--- config.mk ---
export PLATFORM = sky130hd
export DESIGN_NAME = rst_sort_cell
export DESIGN_NICKNAME = d
export VERILOG_FILES = /design/src/rtl/core/rst_pkg.sv /design/src/rtl/core/rst_sort_cell.sv
export SDC_FILE = /design/constraint.sdc
export NUM_CORES = 1
export LEC_CHECK = 0
export ABC_AREA = 1
export BUFFER_PORTS_ARGS = -buffer_cell sky130_fd_sc_hd__buf_4
export CORE_MARGIN = 2
export CORE_UTILIZATION = 45
export CTS_CLUSTER_DIAMETER = 100
export DETAILED_ROUTE_END_ITERATION = 6
export PLACE_DENSITY_LB_ADDON = 0.15
export SETUP_SLACK_MARGIN = 0.2
export SLEW_MARGIN = 25
export SYNTH_ARGS = -nofsm -noshare
export SYNTH_HDL_FRONTEND = slang
export SYNTH_SLANG_ARGS = --single-unit
--- constraint.sdc ---
create_clock -name clk -period 3.5 [get_ports clk]
set_input_delay 0.7 -clock clk [delete_from_list [all_inputs] [get_ports clk]]
set_output_delay 0.7 -clock clk [all_outputs]
set_load 0.01 [all_outputs]
--- src/rtl/core/rst_pkg.sv ---
// ----------------------------------------------------------------------------
// rst_pkg: shared types and constants of the rectilinear spanning tree
// Widths of edge fields, sort keys and the per-cell edge record.
// ----------------------------------------------------------------------------
package rst_pkg;

	localparam int MAX_EDGES    = 64;
	localparam int MAX_VERTICES = 64;
	localparam int COORD_BITS   = 16;

	localparam int EIDX_W = $clog2(MAX_EDGES);
	localparam int CNT_W  = $clog2(MAX_EDGES + 1);
	localparam int VIDX_W = 6;
	localparam int PAR_W  = $clog2(MAX_VERTICES);
	localparam int MAN_W  = COORD_BITS + 1;
	localparam int EUC_W  = 2 * COORD_BITS + 1;
	localparam int KEY_W  = MAN_W + EUC_W + EIDX_W;

	// one edge as it sits in a sort cell
	typedef struct packed {
		logic [KEY_W-1:0]  key;   // manhattan, squared length, input position
		logic [VIDX_W-1:0] va;
		logic [VIDX_W-1:0] vb;
	} edge_rec_t;

endpackage

--- src/rtl/core/rst_sort_cell.sv ---
// ----------------------------------------------------------------------------
// rst_sort_cell: one cell of the insertion sort chain
// Keeps the smaller record, hands the larger one on through a register;
// on drain every cell takes the held record of the cell behind it.
// ----------------------------------------------------------------------------
module rst_sort_cell (
	input  logic                clk,
	input  logic                arst_n,
	input  logic                clear,
	input  logic                ins,
	input  logic                shift,
	input  logic                in_vld,
	input  rst_pkg::edge_rec_t  in_rec,
	input  logic                nxt_vld,
	input  rst_pkg::edge_rec_t  nxt_rec,
	output logic                pass_vld,
	output rst_pkg::edge_rec_t  pass_rec,
	output logic                held_vld,
	output rst_pkg::edge_rec_t  held_rec
);
	logic               vld_q, pvld_q;
	rst_pkg::edge_rec_t rec_q, prec_q;
	logic               keep_new;

	assign keep_new = in_vld && (!vld_q || (in_rec.key < rec_q.key));

	// valid bits of the held record and of the record handed on
	always_ff @(posedge clk or negedge arst_n) begin
		if (!arst_n) begin
			vld_q  <= 1'b0;
			pvld_q <= 1'b0;
		end else if (clear) begin
			vld_q  <= 1'b0;
			pvld_q <= 1'b0;
		end else if (shift) begin
			vld_q  <= nxt_vld;
			pvld_q <= 1'b0;
		end else if (ins) begin
			if (keep_new) begin
				vld_q  <= 1'b1;
				pvld_q <= vld_q;
			end else begin
				pvld_q <= in_vld;
			end
		end
	end

	// insert: keep the smaller, pass the larger; shift: move toward the head
	always_ff @(posedge clk) begin
		if (shift) begin
			rec_q <= nxt_rec;
		end else if (ins) begin
			if (keep_new) begin
				rec_q  <= in_rec;
				prec_q <= rec_q;
			end else begin
				prec_q <= in_rec;
			end
		end
	end

	assign pass_vld = pvld_q;
	assign pass_rec = prec_q;
	assign held_vld = vld_q;
	assign held_rec = rec_q;

endmodule

==> results.txt <==
The run finished with clean final reports. The critical path runs through a total of 16 cells. Of the cells placed in the final design, the portion with a size suffix greater than 1 is 31.21%.

Summed over all nets, the half-perimeter wirelength after detailed placement is 14440 um. After routing the design area is 10340 um2. The netlist area before placement is 7350 um2, and the net total in the final layout is 1268. The worst hold path belongs to the class in -> async.

Gates resized during post-CTS repair numbered 0. The number of buffers created by CTS was 17; the initial antenna violation count was 0. For this design the static power due to leakage is 0.005145 uW. The total I/O pin count was 281; the die boundary width was 131.8 um. Maximum buffer depth of the clock tree: 2.

Category of cells accounting for the largest share of critical-path delay: simple AND/OR/NAND/NOR gates. Dividing the detail-routed wire length by the instance count gives 15.16 um. In this run the power density over the cells is 479.1 nW/um2.

The shortest clock period the worst path allows after layout was 2.649 ns; the max-cap violation count was 0. The logs give 22.98% for the overall routing resource usage and 4134 um2 for the footprint of the flip-flops and latches. Once placement finished, the instance area stood at 9679 um2. The maximum operating frequency came out at 0.3775 GHz. The die covers 17370 um2. TritonCTS built the clock tree. In the routed layout, each cell is associated on average with a via count of 4.817. The Yosys step of the flow raised 0 warnings. Counting stages on the worst path, the most repeated cell is sky130_fd_sc_hd__nand2_1.

For the synthesized net count, the log shows 990. The run gives 0.8511 ns as the minimum setup slack in the final design. The logs give 0 for the number of slew-limit violations in the final report and 46 for the cell row count.

In this run the tightest slew margin relative to its limit is 43.32%. The number of antenna diodes in the final layout is 0. In this run the worst path has a maximum fanout of 20. The run gives 19690 um as the wire length after detailed routing. For the setup TNS, the log shows 0 ns. The largest single stage delay on the critical path is 0.40 ns. The first TritonRoute pass finished after 4 iterations.

The count of port buffers added during placement was 280; the initial detailed-routing violation count was 337. The transition time at the pin with the least slew margin was 0.8503 ns. The required time reported for the critical path endpoint is 3.59 ns, and the total of endpoints with negative setup slack in the final report is 0.

The height of the chip came out at 131.8 um. The worst setup path is captured at a flip-flop. The final hold slack is 0.06605 ns, and the number of buffer and inverter instances along the worst setup path is 2. The final-report hold violation count is 0.

For the worst flop-to-flop path, the logic depth is 16. The number of fill cells came out at 1307. VDD sags by at most 0.3250 mV. Clock-pin slew was measured on the worst setup and hold paths at 0.06 ns.

Setup repair after global routing left no endpoint under its margin. Clock tree synthesis selected as its root buffer the cell sky130_fd_sc_hd__clkbuf_16. Before CTS, the worst setup slack after placement is 0.4104 ns.

The run gives 2751 um2 as the area used by multi-input combinational logic. The critical path is of the reg -> reg type. Once the clock tree was built, the setup fixing pass inserted 0 buffers.

For the first-pass GRT wire length, the log shows 31080 um. STA puts the critical path data arrival time at 2.74 ns. CTS built an H-tree with a depth of 4.

The total of flip-flops plus latches after synthesis was 138. Counting every sink on the clock net gives 138. The pin count of the biggest net entering global routing was 74; the distinct cell type count of the synthesized netlist was 26. The synthesized area per cell is 9.280 um2. The initial standard-cell utilization of the core was 46.10%; the routability congestion estimate from global placement was 0.8177.

Summed over all layers, the global routing overflow is 0. For this block, the via count after detailed routing is 6257. The insertion delay to the later sink of the worst-skew pair is 0.42 ns, and the number of global-route vias before repair is 6181.

The critical-path cell with the highest stage delay is sky130_fd_sc_hd__edfxtp_1. The total area inside the core boundary comes to 15940 um2. The share of the Yosys chip area taken by registers is 56.25%. The tools report the clock skew as 0.009271 ns. The remaining antenna violation count was 0; the area growth from synthesis to layout was 40.69%. Category of the worst setup path launch point: a flip-flop. The critical path goes through inv_1 > ha_1 > nand2_1 > nor2_1 > nand2_1 > nor2_1 > nand2_1 > nand2_1 > nor2_1 > nand2_1 > nand2_1 > nand2_2 > nand2_4 > nand3_1 > nand2_4 > buf_4. The worst path uses 75.68% of the clock period. After technology mapping, the gate count stands at 792.

For this run, design rule violations remaining after detail routing come to 0. In this run, post-CTS hold repair placed 0 buffers.
-- Yosys cell counts --
cell	count	area, um2
sky130_fd_sc_hd__inv_1	78	292.8
sky130_fd_sc_hd__o21ai_0	39	195.2
sky130_fd_sc_hd__buf_2	2	10.01
sky130_fd_sc_hd__o21a_1	2	15.01
sky130_fd_sc_hd__and2_1	1	6.260
sky130_fd_sc_hd__nor3_1	4	20.02
sky130_fd_sc_hd__nor2_1	18	67.56
sky130_fd_sc_hd__a21o_1	1	7.510
sky130_fd_sc_hd__nand3_1	18	90.09
sky130_fd_sc_hd__buf_6	7	78.83
sky130_fd_sc_hd__nor4_1	1	6.260
sky130_fd_sc_hd__nand4_1	5	31.28
sky130_fd_sc_hd__nand2_1	357	1340
sky130_fd_sc_hd__o21bai_1	1	7.510
sky130_fd_sc_hd__dfrtp_1	2	50.05
sky130_fd_sc_hd__o21ai_1	10	50.05
sky130_fd_sc_hd__clkinv_1	1	3.750
sky130_fd_sc_hd__ha_1	55	688.2
sky130_fd_sc_hd__edfxtp_1	136	4084
sky130_fd_sc_hd__nand2_2	1	6.260
sky130_fd_sc_hd__buf_8	1	15.01
sky130_fd_sc_hd__clkbuf_1	19	71.32
sky130_fd_sc_hd__nand2_4	2	22.52
sky130_fd_sc_hd__buf_1	2	7.510
sky130_fd_sc_hd__o21ai_2	10	87.58
sky130_fd_sc_hd__a21oi_1	19	95.09
-- worst paths after layout --
check                                       start                     end  slack (ns)
min reg2reg                  pass_vld$_DFFE_PN0P_    pass_vld$_DFFE_PN0P_        0.58
min                                        arst_n    pass_vld$_DFFE_PN0P_        0.07
max reg2reg                held_rec[31]$_DFFE_PP_  held_rec[55]$_DFFE_PP_        0.85
min in group clk                            clear    pass_vld$_DFFE_PN0P_        0.49
max                        held_rec[31]$_DFFE_PP_  held_rec[55]$_DFFE_PP_        0.85
max in group asynchronous                  arst_n    held_vld$_DFFE_PN0P_        3.34
-- per-layer routing --
layer / GRT usage [%] / vias to the layer above / routed length, um
met2: 39.88 / 252 / 9663
met4: 7.971 / 0 / 359
met5: 0 / - / 0
li1: - / 3156 / -
met1: 27.44 / 2825 / 7946
met3: 6.574 / 24 / 1722
-- flip-flops by register name (all words and copies together) (netlist names) --
signal	count
held_rec	68
pass_rec	68
held_vld	1
pass_vld	1
-- layout make-up --
type                            instances  area share, %
Clock buffer                           17          4.114
Tap cell                              216          2.614
Sequential cell                       138          39.98
Inverter                               79          2.868
Multi-Input combinational cell        544          26.61
Timing Repair Buffer                  290          21.54
Clock inverter                         15          2.275
-- power by group --
group / leakage (uW) / switching (uW) / internal, uW
registers: 0.00136 / 56.9 / 1980
logic: 0.00347 / 482 / 409
clock network: 0.000316 / 745 / 1280
total: 0.00515 / 1280 / 3670
-- logic make-up (layout without fill, tap and decap cells) --
kind of cell             after synthesis  count (layout)  synth area share (%)
AND/OR/NAND/NOR                      407             407                 21.64
flip-flops                           138             138                 56.25
AO/OA/AOI/OAI                         82              82                 6.231
buffers and inverters                110             401                 6.520
adder cells (fa/ha/maj)               55              55                 9.363
-- through the flow --
step | utilization (%) | total power (uW) | std cells
3_5_place_dp | 60.71 | 2969 | 1267
4_1_cts | 64.86 | 4995 | 1299
5_1_grt | 64.86 | 5169 | 1299
6_report | 64.86 | 4954 | 1299
3_3_place_gp | 60.71 | 2952 | 1267
2_1_floorplan | - | 2516 | 792
-- cell usage in the layout, fill, tap and decap left out, drive strengths merged, types with 2 or more instances in the layout --
cell,instances
nand2,360
buf,290
edfxtp,136
inv,85
o21ai,59
ha,55
a21oi,19
nand3,18
nor2,18
clkbuf,17
nand4,5
bufinv,5
nor3,4
o21a,2
clkinv,2
clkinvlp,2
dfrtp,2
(Power assumes the default switching activity.)
